==> src/hw/rtl/ibf_pkg.sv <==
// ============================================================================
// IIR band-pass filter package
// Shared widths, coefficient defaults, register indexes and item types.
// ============================================================================
`default_nettype none

package ibf_pkg;

    localparam int SAMPLE_BITS    = 16;
    localparam int COEF_BITS      = 20;
    localparam int COEF_FRAC_BITS = 16;
    localparam int HIST_FRAC_BITS = 16;
    localparam int HIST_BITS      = SAMPLE_BITS + HIST_FRAC_BITS;
    localparam int NUM_REGS       = 7;
    localparam int IDX_BITS       = 3;

    // Feed-forward sum: three coefficient-by-sample products.
    localparam int FF_W  = COEF_BITS + SAMPLE_BITS + 2;
    // Full accumulator: feed-forward moved up by the history fraction, minus
    // four coefficient-by-history products, with headroom.
    localparam int ACC_W = COEF_BITS + HIST_BITS + 4;

    localparam logic signed [COEF_BITS-1:0] B0_RESET = 20'sd3079;
    localparam logic signed [COEF_BITS-1:0] B2_RESET = -20'sd6157;
    localparam logic signed [COEF_BITS-1:0] B4_RESET = 20'sd3079;
    localparam logic signed [COEF_BITS-1:0] A1_RESET = -20'sd198889;
    localparam logic signed [COEF_BITS-1:0] A2_RESET = 20'sd250053;
    localparam logic signed [COEF_BITS-1:0] A3_RESET = -20'sd149783;
    localparam logic signed [COEF_BITS-1:0] A4_RESET = 20'sd35750;

    typedef enum logic [IDX_BITS-1:0] {
        REG_B0,
        REG_B2,
        REG_B4,
        REG_A1,
        REG_A2,
        REG_A3,
        REG_A4
    } reg_index_t;

    typedef struct packed {
        logic signed [COEF_BITS-1:0] b0;
        logic signed [COEF_BITS-1:0] b2;
        logic signed [COEF_BITS-1:0] b4;
        logic signed [COEF_BITS-1:0] a1;
        logic signed [COEF_BITS-1:0] a2;
        logic signed [COEF_BITS-1:0] a3;
        logic signed [COEF_BITS-1:0] a4;
    } coef_t;

    typedef struct packed {
        logic signed [SAMPLE_BITS-1:0] sample_in;
        logic                          start_req;
    } in_item_t;

    typedef struct packed {
        logic signed [SAMPLE_BITS-1:0] sample_out;
        logic                          saturated;
    } out_item_t;

    // Item passed from the front end to the recursion stage.
    typedef struct packed {
        logic signed [FF_W-1:0] ff;
        logic                   clear;
    } cmd_t;

endpackage

`default_nettype wire

==> src/hw/rtl/ibf_front.sv <==
// ============================================================================
// IIR band-pass filter front end
// Keeps the input history and forms the feed-forward sum of each item.
// ============================================================================
`default_nettype none

module ibf_front
    import ibf_pkg::*;
(
    input  wire logic     clk,
    input  wire logic     rst_n,
    input  wire logic     accept,
    input  wire in_item_t item,
    input  wire coef_t    coef,
    output cmd_t          cmd
);

    logic signed [SAMPLE_BITS-1:0] xh_reg [4];
    logic signed [SAMPLE_BITS-1:0] xh_eff [4];
    logic signed [FF_W-1:0]        p0, p2, p4;

    // A start request makes the sample see an all-zero history.
    always_comb
    begin
        for (int i = 0; i < 4; i++)
        begin
            xh_eff[i] = item.start_req ? '0 : xh_reg[i];
        end
    end

    assign p0 = coef.b0 * item.sample_in;
    assign p2 = coef.b2 * xh_eff[1];
    assign p4 = coef.b4 * xh_eff[3];

    assign cmd.ff    = p0 + p2 + p4;
    assign cmd.clear = item.start_req;

    always_ff @(posedge clk or negedge rst_n)
    begin
        if (!rst_n)
        begin
            for (int i = 0; i < 4; i++)
            begin
                xh_reg[i] <= '0;
            end
        end
        else if (accept)
        begin
            xh_reg[0] <= item.sample_in;
            xh_reg[1] <= xh_eff[0];
            xh_reg[2] <= xh_eff[1];
            xh_reg[3] <= xh_eff[2];
        end
    end

    a_start_clears: assert property (@(posedge clk) disable iff (!rst_n)
        (accept && item.start_req) |=>
            (xh_reg[1] == '0 && xh_reg[2] == '0 && xh_reg[3] == '0))
        else $error("input history not cleared by a start request");

    a_hold_when_idle: assert property (@(posedge clk) disable iff (!rst_n)
        !accept |=> $stable(xh_reg[0]))
        else $error("input history moved without an accepted item");

endmodule

`default_nettype wire

==> config.mk <==
export PLATFORM = sky130hd
export DESIGN_NAME = ibf_front
export DESIGN_NICKNAME = d
export VERILOG_FILES = /design/src/hw/rtl/ibf_pkg.sv /design/src/hw/rtl/ibf_front.sv
export SDC_FILE = /design/constraint.sdc
export NUM_CORES = 2
export LEC_CHECK = 0
export BUFFER_PORTS_ARGS = -buffer_cell sky130_fd_sc_hd__buf_2
export CORE_MARGIN = 2
export CORE_UTILIZATION = 70
export CTS_BUF_LIST = sky130_fd_sc_hd__clkbuf_4
export DETAILED_ROUTE_END_ITERATION = 10
export GPL_TIMING_DRIVEN = 0
export PLACE_DENSITY = 0.89
export SYNTH_ARGS = -nofsm -noshare
export SYNTH_HDL_FRONTEND = slang
export SYNTH_SLANG_ARGS = --single-unit
==> constraint.sdc <==
create_clock -name clk -period 24.1 [get_ports clk]
set_input_delay 1.205 -clock clk [delete_from_list [all_inputs] [get_ports clk]]
set_output_delay 1.205 -clock clk [all_outputs]
set_load 0.005 [all_outputs]
======== Word-level counts from Yosys, hierarchy flattened ========
Cells that the tools add are included.
word-level totals
  bits in registers ....................... 64
  latch bits .............................. 0
  bits in writable memories ............... 0
  ROM bits ................................ 0
  input port bits ......................... 160
  output and inout port bits .............. 39
  word-level logic and storage cells ...... 13
  memories ................................ 0
cells by class
  add/sub/neg operators ................... 2
  multiply operators ...................... 3
  div/mod/pow operators ................... 0
  magnitude comparators ................... 0
  eq/ne operators ......................... 0
  shift-type cells ........................ 0
  muxes and demuxes ....................... 4
  bitwise gates (word level) .............. 0
  reduce and logical (&&, ||, !) cells .... 0
operator list
  cell              count
  $mul A20 B16 Y36  3
  $mux W16          4
  $add A37 B36 Y38  1
  $add A36 B36 Y37  1

======== Depth between registers and ports, before layout ========
  word-level depth ........................ 4
  depth in mapped cells ................... 32
  depth with buffers taken out ............ 30

======== Least setup slack after synthesis ========
Ideal clock, no wire load.
  path type ............................... input to output
  start point ............................. in item[0] in the netlist's numbering
  end point ............................... out cmd[37] in the netlist's numbering
  data arrival time ....................... 9289 ps
  required time ........................... 22895 ps
  path slack .............................. 13606 ps
  stages .................................. 29
  path buffers ............................ 3
  cells stage by stage .................... clkbuf_1 > clkbuf_1 > nor2_1 > clkbuf_1 > nand2_1 > fa_1 > inv_1 > fa_1 > fa_1 > inv_1 > fa_1 > inv_1 > fa_1 > fa_1 > fa_1 > fa_1 > inv_1 > fa_1 > inv_1 > ha_1 > a21oi_1 > o21bai_1 > a21oi_1 > o21ai_0 > a2111o_1 > a211o_1 > a31o_2 > a21oi_1 > xnor2_1
RTL lines
  element          RTL line         text
  start, declared  ibf_front.sv:13  input wire in_item_t item,
  end, declared    ibf_front.sv:15  output cmd_t cmd

==> flow_summary.json <==
{
  "synth_area_leaders": "sky130_fd_sc_hd__fa_1, sky130_fd_sc_hd__inv_1, sky130_fd_sc_hd__ha_1",
  "synthCells": 4078,
  "global_route_wire_length_before_repair_um": 171200,
  "synth_area_per_cell_um2": 9.519,
  "cts.repair.resized": 0,
  "io_buffers": 116,
  "number_of_global_route_vias_before_repair": 31890,
  "num_ports": 199,
  "most-common-layout-cells": "sky130_fd_sc_hd__inv_1, sky130_fd_sc_hd__fa_1, sky130_fd_sc_hd__nand2_1",
  "shortest_clock_period_the_worst_path_allows_after_layout_ns": 13.15,
  "routed_wire_length_per_instance_um": 21.48,
  "drt.antenna.violating_nets": 0,
  "final_min_period_over_clock_period_pct": 54.58,
  "maxClockFrequency_ghz": 0.07603,
  "hold_path_class": "reg2reg",
  "clkLatencyLatePin_ns": 0.42,
  "hold-path-cell-count": 1,
  "chipWidth_um": 239.5,
  "number_of_antenna_violations_at_the_first_check_in_global_routing": 16,
  "floorplan.die_area_um2": 57360,
  "fin_worst_skew_ns": 0.01956,
  "setup-tns-final_ns": 0,
  "synthDominantAreaCellType": "sky130_fd_sc_hd__fa_1",
  "max_slew_margin_pct": 18.74,
  "startpoint_to_endpoint_class_of_the_critical_path": "in2out",
  "synth_edf_count": 0,
  "unrepaired_setup_endpoints_after_global_routing": "false",
  "post-cts-setup-buffer-count": 0,
  "worst-slew-pin-transition_ns": 1.211,
  "final_wirelength_um": 106800,
  "drv_cap": 0,
  "outcome": "completed",
  "floorplan.initialDensity_pct": 70.60,
  "worst_path_arrival_time_ns": 11.95,
  "report.final.setup_viol": 0,
  "critical_path.max_fanout": 16,
  "slew_violations": 0,
  "syn-cell-area_um2": 38820,
  "core_um2": 54990,
  "worst_slack_ns": 10.95,
  "drc_errors_left": 0,
  "critical_path.slowest_cell": "sky130_fd_sc_hd__o21ai_1",
  "rr_worst_depth": 4,
  "warning_count_from_the_yosys_run": 0,
  "postSynthNetCount": 5567,
  "holdBufCountCts": 0,
  "netlist-cell-type-count": 52,
  "end_kind": "output port",
  "clock_sinks": 64,
  "crit_top_cell": "sky130_fd_sc_hd__fa_1",
  "ctsRootBufferMaster": "sky130_fd_sc_hd__clkbuf_4",
  "vias": 28460,
  "tritoncts.num_buffers": 9,
  "timing.critical_path.from_type": "primary input",
  "place_inst": 4942,
  "floorplan.die.height_um": 239.5,
  "max-clock-path-buffers": 2,
  "synth-async-reset-ratio_pct": 100.0,
  "synth.ff_latch_count": 64,
  "fin_nets": 5694,
  "gp_routability_congestion": 1.023,
  "rows": 86,
  "cts-htree-levels": 3,
  "first_iter_violations": 2723,
  "drive_gt1_share_pct": 4.181,
  "max_stage_delay_ns": 0.94,
  "gr-total-overflow": 0,
  "path_clk_slew_ns": 0.10,
  "post-synth-top-area-fraction_pct": 57.55,
  "vias_per_cell": 5.724,
  "largest_register_ff_count": 64,
  "maximum_number_of_pins_on_one_net_before_global_route_repair": 65,
  "synth.yosys.seq_area_share_pct": 4.126,
  "dp_hpwl_um": 95790,
  "most_common_flop_cell_mapped_by_yosys": "sky130_fd_sc_hd__dfrtp_1",
  "most_common_cell_after_layout_fill_and_taps_aside": "sky130_fd_sc_hd__inv_1",
  "post-route-util_pct": 73.76,
  "area_delta_synth_final_pct": 4.477,
  "firstDrtPassIters": 8,
  "finalNonFillerCells": 4971,
  "dp_slack_ns": 11.25,
  "grt_use_total_pct": 40.21,
  "cp.required_ns": 22.89,
  "hold_viol_final": 0,
  "clock_tree_from_tritoncts": "yes"
}
metal layers:
metal | vias up | GRT usage (%) | wire length [um]
li1 | 11630 | - | -
met1 | 14500 | 50.59 | 36870
met2 | 1822 | 64.02 | 49440
met3 | 493 | 11.41 | 13370
met4 | 10 | 21.27 | 7051
met5 | - | 0 | 66
metrics by stage:
step                hold WS, ns  area [um2]
floorplan                0.4736       38820
global placement         0.4839       40330
detailed placement       0.4975       40330
CTS                      0.5228       40520
global route             0.5374       40540
finish                   0.5262       40560
critical path, delay by kind of cell:
family / cells / cell delay (ns)
simple gates: 6 / 2.07
buf+inv: 9 / 1.54
compound gates: 4 / 1.75
fa+ha+maj: 10 / 5.36
Yosys cell counts (2+ instances only):
| cell | instances |
|---|---|
| sky130_fd_sc_hd__nand3b_1 | 32 |
| sky130_fd_sc_hd__mux2_2 | 31 |
| sky130_fd_sc_hd__a2111oi_0 | 3 |
| sky130_fd_sc_hd__o21ai_1 | 3 |
| sky130_fd_sc_hd__o21ai_0 | 41 |
| sky130_fd_sc_hd__a211oi_1 | 3 |
| sky130_fd_sc_hd__dfrtp_1 | 64 |
| sky130_fd_sc_hd__nor3_1 | 11 |
| sky130_fd_sc_hd__ha_1 | 213 |
| sky130_fd_sc_hd__buf_1 | 6 |
| sky130_fd_sc_hd__nand3_1 | 6 |
| sky130_fd_sc_hd__a31oi_1 | 2 |
| sky130_fd_sc_hd__or2_2 | 8 |
| sky130_fd_sc_hd__xor2_1 | 9 |
| sky130_fd_sc_hd__a21o_1 | 8 |
| sky130_fd_sc_hd__nor2b_1 | 2 |
| sky130_fd_sc_hd__and3_1 | 4 |
| sky130_fd_sc_hd__o21bai_1 | 10 |
| sky130_fd_sc_hd__and2_1 | 417 |
| sky130_fd_sc_hd__nand2_1 | 501 |
| sky130_fd_sc_hd__nor3b_1 | 2 |
| sky130_fd_sc_hd__clkbuf_1 | 169 |
| sky130_fd_sc_hd__nand4_1 | 2 |
| sky130_fd_sc_hd__a21oi_1 | 27 |
| sky130_fd_sc_hd__o31ai_1 | 2 |
| sky130_fd_sc_hd__nor2_1 | 77 |
| sky130_fd_sc_hd__xnor2_1 | 41 |
| sky130_fd_sc_hd__fa_1 | 1116 |
| sky130_fd_sc_hd__or3_1 | 2 |
| sky130_fd_sc_hd__inv_1 | 1217 |
| sky130_fd_sc_hd__o211ai_1 | 5 |
| sky130_fd_sc_hd__nand2b_1 | 20 |
| sky130_fd_sc_hd__o21a_1 | 5 |
final timing paths:
check,startpoint,end,slack (ns)
worst max-delay path,item[0],cmd[29],10.95
worst min-delay path,xh_reg[28]$_DFFE_PN0P_,xh_reg[28]$_DFFE_PN0P_,0.53
worst max register to register,xh_reg[46]$_DFFE_PN0P_,xh_reg[30]$_DFFE_PN0P_,22.43
worst min register to register,xh_reg[28]$_DFFE_PN0P_,xh_reg[28]$_DFFE_PN0P_,0.53
max in group asynchronous,rst_n,xh_reg[31]$_DFFE_PN0P_,22.70
min in group asynchronous,rst_n,xh_reg[33]$_DFFE_PN0P_,0.87
cell type report:
type                       instances  area [um2]
multi-input combinational       2621       31980
clock buffer                       9       67.56
tap                              748       935.9
sequential                        64        1602
buffer                           176       664.4
clock inverter                     7       118.9
timing repair buffer             116       583.1
inverter                        1217        4568
antenna                           13       32.53
fill                            3628       14430
cells by family (layout without fill, tap and decap cells):
group	after synthesis	in the layout	synth area share, %
adder cells (fa/ha/maj)	1329	1329	64.42
XOR/XNOR	50	50	1.128
multiplexers	32	32	0.9250
buffers and inverters	1393	1525	13.48
other	0	13	0
flip-flops	64	64	4.126
AO/OA/AOI/OAI	121	121	2.008
AND/OR/NAND/NOR	1089	1089	13.91
Power is left out: the tool's default activity adds up to more than one toggle a clock period on the data nets, which glitch-free logic cannot reach.
