--- config.mk ---
export PLATFORM = sky130hd
export DESIGN_NAME = ibf_queue
export DESIGN_NICKNAME = d
export VERILOG_FILES = /design/src/hw/rtl/ibf_queue.sv
export SDC_FILE = /design/constraint.sdc
export NUM_CORES = 1
export LEC_CHECK = 0
export BUFFER_PORTS_ARGS = -buffer_cell sky130_fd_sc_hd__buf_2
export CAP_MARGIN = 25
export CORE_MARGIN = 4
export CORE_UTILIZATION = 44
export DETAILED_ROUTE_END_ITERATION = 6
export GPL_TIMING_DRIVEN = 0
export HOLD_SLACK_MARGIN = 0.1
export PLACE_DENSITY = 0.81
export SETUP_SLACK_MARGIN = 0.5
export SYNTH_ARGS = -nofsm -noshare
export SYNTH_HDL_FRONTEND = slang
export SYNTH_SLANG_ARGS = --single-unit
--- constraint.sdc ---
create_clock -name clk -period 1.4 [get_ports clk]
set_input_delay 0.14 -clock clk [delete_from_list [all_inputs] [get_ports clk]]
set_output_delay 0.14 -clock clk [all_outputs]
set_load 0.03 [all_outputs]
--- src/hw/rtl/ibf_queue.sv ---
// ============================================================================
// IIR band-pass filter queue
// Small synchronous FIFO of registers with push/full and pop/empty sides.
// ============================================================================
`default_nettype none

module ibf_queue #(
    parameter int DEPTH = 2,
    parameter int WIDTH = 8
) (
    input  wire logic             clk,
    input  wire logic             rst_n,
    input  wire logic             push,
    input  wire logic [WIDTH-1:0] din,
    output logic                  full,
    input  wire logic             pop,
    output logic [WIDTH-1:0]      dout,
    output logic                  empty
);

    localparam int PTR_W = (DEPTH > 1) ? $clog2(DEPTH) : 1;
    localparam int CNT_W = $clog2(DEPTH + 1);

    logic [WIDTH-1:0] data_reg [DEPTH];
    logic [PTR_W-1:0] wr_ptr_reg, wr_ptr_next;
    logic [PTR_W-1:0] rd_ptr_reg, rd_ptr_next;
    logic [CNT_W-1:0] count_reg, count_next;
    logic             do_push;
    logic             do_pop;

    assign full    = (count_reg == CNT_W'(DEPTH));
    assign empty   = (count_reg == '0);
    assign do_push = push && !full;
    assign do_pop  = pop && !empty;
    assign dout    = data_reg[rd_ptr_reg];

    always_comb
    begin
        wr_ptr_next = wr_ptr_reg;
        rd_ptr_next = rd_ptr_reg;
        count_next  = count_reg;
        if (do_push)
        begin
            wr_ptr_next = (wr_ptr_reg == PTR_W'(DEPTH - 1)) ? '0 : wr_ptr_reg + 1'b1;
        end
        if (do_pop)
        begin
            rd_ptr_next = (rd_ptr_reg == PTR_W'(DEPTH - 1)) ? '0 : rd_ptr_reg + 1'b1;
        end
        if (do_push && !do_pop)
        begin
            count_next = count_reg + 1'b1;
        end
        else if (do_pop && !do_push)
        begin
            count_next = count_reg - 1'b1;
        end
    end

    always_ff @(posedge clk or negedge rst_n)
    begin
        if (!rst_n)
        begin
            wr_ptr_reg <= '0;
            rd_ptr_reg <= '0;
            count_reg  <= '0;
        end
        else
        begin
            wr_ptr_reg <= wr_ptr_next;
            rd_ptr_reg <= rd_ptr_next;
            count_reg  <= count_next;
        end
    end

    always_ff @(posedge clk)
    begin
        if (do_push)
        begin
            data_reg[wr_ptr_reg] <= din;
        end
    end

    a_not_full_and_empty: assert property (@(posedge clk) disable iff (!rst_n)
        !(full && empty))
        else $error("queue reports full and empty together");

    a_count_bound: assert property (@(posedge clk) disable iff (!rst_n)
        count_reg <= CNT_W'(DEPTH))
        else $error("queue count exceeds its depth");

    a_push_grows: assert property (@(posedge clk) disable iff (!rst_n)
        (do_push && !do_pop) |=> (count_reg == $past(count_reg) + 1'b1))
        else $error("queue count did not grow on a lone push");

endmodule

`default_nettype wire

After elaboration in Yosys (flattened, before gate mapping)
Memory sizes are Yosys's and may differ from the RTL's.
Cells that the tools add are included.
{"block": "totals", "reg_bits": 4, "latchBits": 0, "mem_bits_rw": 16, "mem_bits_ro": 0, "in_bits": 12, "out_inout_bits": 10, "n_memories": 1}
{"block": "op_classes", "addsub": 4, "mul": 0, "n_div": 0, "order_cmp": 0, "eq_ne": 1, "shift": 0, "muxes": 6, "bitwise": 0, "n_reduce_logical": 10}
{"name": "data_reg", "words": 2, "width": 8, "rd": 1, "rd_clocked_by_memory_dff": 0, "wr": 1, "line_no": "24", "text": "logic [WIDTH-1:0] data_reg [DEPTH];"}
{"op": "$logic_and 1x1->1", "n": 4}
{"op": "$logic_not 1->1", "n": 4}
{"op": "$mux 1", "n": 4}
{"op": "$mux 2", "n": 2}
{"op": "$add 1x1->1 const B", "n": 2}
{"op": "$add 2x1->2 const B", "n": 1}
{"op": "$eq 2x2->1 const B", "n": 1}
{"op": "$logic_not 2->1", "n": 1}
{"op": "$reduce_bool 2->1", "n": 1}
{"op": "$sub 2x1->2 const B", "n": 1}

Logic depth before layout (Yosys ltp)
{"block": "depth", "word_depth": 7, "ltp_mapped": 7}

Worst setup path after synthesis
Ideal clock, no wire load.
{"block": "synth_path", "path_kind": "reg-to-reg", "startpoint": "register count_reg[0]", "endpoint": "memory data_reg[0][0] (enable)", "t_arrival_ns": 1.022, "path_slack_ns": 0.008, "path_stages_with_launch": 4, "period_less_slack_ns": 1.392, "cell_sequence": "dfrtp_1 > nand2b_1 > nand2_2 > nor2_1"}
{"block": "synth_between", "elab_chain_len": 5}
{"item": "from (decl)", "line_no": "27", "text": "logic [CNT_W-1:0] count_reg, count_next;"}
{"item": "from (signal assigned)", "line_no": "72", "text": "count_reg <= count_next;"}
{"item": "$eq 2x2->1", "line_no": "31", "text": "assign full = (count_reg == CNT_W'(DEPTH));"}
{"item": "$logic_not 1->1", "line_no": "33", "text": "assign do_push = push && !full;"}
{"item": "$logic_and 1x1->1", "line_no": "33"}
{"item": "$mux 1", "line_no": "78", "text": "if (do_push)"}
{"item": "$mux 1 (not written as such)", "line_no": "80", "text": "data_reg[wr_ptr_reg] <= din;"}
{"item": "to (decl)", "line_no": "24"}
No other way between the ends.

Final worst setup path
{"block": "layout_path", "startpoint": "register rd_ptr_reg", "endpoint": "output port dout[1]"}
{"block": "layout_between", "elab_chain_len": 1}
{"item": "from (decl)", "line_no": "26", "text": "logic [PTR_W-1:0] rd_ptr_reg, rd_ptr_next;"}
{"item": "from (signal assigned)", "line_no": "71", "text": "rd_ptr_reg <= rd_ptr_next;"}
{"item": "$mem_v2 2x8"}
{"item": "to (decl)", "line_no": "17", "text": "output logic [WIDTH-1:0] dout,"}
No other way between the ends.

==> impl_metrics.csv <==
group,metric,value,unit
status,status,"finished, violations left",
status,violations,"negative setup slack",
yosys,synth-seq-cells,20,
yosys,ys_seq_area_frac,0.7424,
die,fp.dieW,50.16,um
critical_path,timing.rr.end,"count_reg[1]$_DFFE_PN0P_",
critical_path,cp_common_cell,"buf_6",
layout,drive_gt1_frac,0.6517,
yosys,synth_compound_area_frac,0.006400,
die,rows,14,
sta,slew_violations,0,
clock_network,cts_tree,"yes",
yosys,yosys.area_share.simple,0.03840,
layout,fin_nets,103,
sta,worst_pin_slew,0.2427,ns
layout,fin_area,1310,um^2
power_and_ir_drop,p_switching,1.007,mW
sta,whs,0.1358,ns
power_and_ir_drop,p_sw_frac,0.3516,
critical_path,cp_cell_sequence,"buf_6 -> mux2_4 -> buf_6",
critical_path,rrSetupSlack,0.05,ns
power_and_ir_drop,p_clk_frac,0.095,
sta,hold_violations,0,
sta,period_needed,1.442,ns
critical_path,critPathCaptureType,"primary output",
detailed_routing,drt_first_pass_iters,2,
hold_path,hp-start,"pop",
placement,port_buffers,21,
yosys,synth_mux_area_frac,0.1152,
yosys,synth_edf_count,16,
sta,timing.final.ws_setup,-0.04160,ns
critical_path,worst-path-max-fanout,5,
yosys,yosys-top-cells-count,"edfxtp_1 (16), mux2_1 (6), dfrtp_1 (4)",
power_and_ir_drop,p_per_area,2186,nW/um^2
sta,fmax,693.7,MHz
yosys,synth_area_leader_cell,"edfxtp_1",
yosys,yosysUniqueCellTypes,15,
detailed_routing,routed-via-count,496,
grt,overflow,0,
hold_path,min_path_type,"in2reg",
grt,grt_max_degree,12,
power_and_ir_drop,pwr-share-comb,0.568,
yosys,synth.most_common_cell,"edfxtp_1",
run,cap_violations,0,
critical_path,r2r_cells,7,
detailed_routing,route.antenna.remaining_nets,0,
clock_network,numClockSinks,20,
detailed_routing,avgViaCountPerCell,4.389,
yosys,synth_warnings,0,
yosys,synth_area,782.0,um^2
sta,slew_headroom,0.8378,
clock_network,cts.path.max_buffers,2,
detailed_routing,wl_per_cell,12.84,um
critical_path,crit_path_max_incr_delay,0.42,ns
yosys,synth_area_per_cell,17.77,um^2
die,ios,22,
yosys,postSynth.asyncResetShare,0.2000,
grt,antenna_found_initial,0,
layout,largest_reg_flops,16,
clock_network,cts_buffers,3,
detailed_routing,route.detailed.drc,0,
power_and_ir_drop,seq_power_share,0.337,
grt,grt_pass1_wl,2.442,mm
sta,fin_skew,0.007514,ns
die,die_h,50.16,um
critical_path,slowest_stage,"dfrtp_1",
yosys,synthTopCellsByArea,"edfxtp_1 (61%), dfrtp_1 (13%), mux2_1 (8.6%), mux2_2 (2.9%), xnor2_1 (2.2%)",
layout,n_antenna_cell,0,
power_and_ir_drop,worst_ir_drop_vdd,0.001441,V
critical_path,crit_path_start_kind,"flop",
placement,dpl_cell_area,972.2,um^2
sta,setup_viol,8,
detailed_routing,drtIter0Drc,5,
clock_network,clk_latency,0.30,ns
clock_network,root_buffer,"clkbuf_4",
yosys,synth_flop_cell,"edfxtp_1",
critical_path,cp.arrival,1.30,ns
grt,grt_pass1_vias,580,
yosys,synthDominantCellAreaShare,0.6144,
detailed_routing,routed_wl,1.451,mm
placement,place_congestion,0.7191,
critical_path,worstPathRequired,1.26,ns
yosys,synth_fa_ha_area_frac,0.01600,
sta,post-route-period-util,1.030,
hold_path,hold_end,"rd_ptr_reg$_DFFE_PN0P_",
grt,grt.total_usage,0.1365,
power_and_ir_drop,cell_internal_pwr,1.857,mW
power_and_ir_drop,leakagePower,0.5649,nW
clock_network,clkTransAtPathRegs,0.10,ns
die,core_area,1594,um^2
critical_path,r2r-start,"count_reg[0]$_DFFE_PN0P_",
die,die-area,2516,um^2
critical_path,worst-setup-path-type,"reg2out",
yosys,synth_top_family_by_area,"multiplexers",
hold_path,min_path_cells,3,
sta,rsz0062_at_grt,"true",
layout,area_growth,67.52,%
die,initial_core_util,0.4906,
yosys,synthXorXnorAreaFrac,0.06560,
placement,place_hpwl,922,um
yosys,synth_nets,57,
sta,fin_tns_setup,-0.2513,ns
clock_network,cts_max_level,1,
yosys,synthCells,44,
-- layer usage --
metal / global-route usage / vias to the layer above / wire length (um)
li1: - / 248 / -
met1: 0.1445 / 228 / 578
met2: 0.2391 / 15 / 733
met3: 0.03846 / 5 / 83
met4: 0.08295 / 0 / 55
met5: 0 / - / 0
-- metrics by stage --
| stage | setup WS (ns) | instances | util | total power [mW] |
|---|---|---|---|---|
| 6_report | -0.04160 | 113 | 0.8218 | 2.863 |
| 3_3_place_gp | 0.02362 | 89 | 0.6099 | 1.956 |
| 5_1_grt | -0.07087 | 113 | 0.8218 | 3.012 |
| 4_1_cts | -0.05862 | 109 | 0.7943 | 2.765 |
| 3_5_place_dp | -0.007209 | 89 | 0.6099 | 1.998 |
| 2_1_floorplan | 0.09930 | 44 | - | 1.764 |
-- final cells by class --
type	count	area (um^2)
flip-flops and latches	20	583.1
repair buffers	41	366.6
clock buffers	3	22.52
inverters	2	7.507
clock inverters	1	3.754
well taps	24	30.03
plain buffers	1	11.26
multi-input cells	21	285.3
fillers	84	284.0
-- power groups by stage --
stage	Clock [mW]	Sequential [mW]	Combinational, mW
after CTS	0.273	0.966	1.53
after detailed placement	0	0.952	1.05
final	0.272	0.964	1.63
after global routing	0.304	0.983	1.72
after floorplan	0	0.925	0.838
after global placement	0	0.936	1.02
-- critical path, delay by kind of cell (launching register included) --
| kind | cells | cell delay (ns) |
|---|---|---|
| buffers and inverters | 2 | 0.29 |
| DFF | 1 | 0.42 |
| muxes | 1 | 0.30 |
-- timing repair --
| action | in CTS | in global routing |
|---|---|---|
| resized for setup | 35 | 4 |
| hold buffers | 9 | 0 |
| endpoints found under the hold margin | 20 | 0 |
| pin swaps | 5 | 0 |
| cloned | 1 | 0 |
| endpoints found under the setup margin | 30 | 30 |
| setup buffers | 6 | 4 |
-- worst max path at each step --
stage / startpoint / to
finish: rd_ptr_reg$_DFFE_PN0P_ / dout[1]
global route: rd_ptr_reg$_DFFE_PN0P_ / dout[1]
CTS: rd_ptr_reg$_DFFE_PN0P_ / dout[1]
detailed placement: count_reg[0]$_DFFE_PN0P_ / count_reg[1]$_DFFE_PN0P_
global placement: count_reg[0]$_DFFE_PN0P_ / data_reg[0][6]$_DFFE_PP_
floorplan: count_reg[0]$_DFFE_PN0P_ / count_reg[1]$_DFFE_PN0P_
-- cells in the final DEF, fill, tap and decap left out --
| cell | Yosys | final |
|---|---|---|
| buf_6 | 0 | 18 |
| edfxtp_1 | 16 | 16 |
| buf_2 | 1 | 11 |
| dlygate4sd3_1 | 0 | 9 |
| mux2_4 | 0 | 8 |
| buf_4 | 0 | 4 |
| xnor2_2 | 1 | 3 |
| clkbuf_4 | 0 | 3 |
| inv_2 | 0 | 2 |
| xor2_1 | 2 | 2 |
| dfrtp_2 | 0 | 2 |
| dfrtp_1 | 4 | 2 |
| nor2_2 | 0 | 1 |
| nand2b_4 | 0 | 1 |
| nand2_4 | 0 | 1 |
| o21ai_4 | 0 | 1 |
| and3_4 | 0 | 1 |
| nor2_4 | 0 | 1 |
| nor2_1 | 3 | 1 |
| ha_4 | 0 | 1 |
| clkinv_1 | 0 | 1 |
-- logic make-up (layout without fill, tap and decap cells) --
kind of cell / count (synthesis) / in the layout
compound gates: 1 / 1
xor+xnor: 5 / 5
fa+ha+maj: 1 / 1
buf+inv: 3 / 48
flops: 20 / 20
mux: 8 / 8
simple gates: 6 / 6
Note: power is estimated with default switching activity, not from simulation.
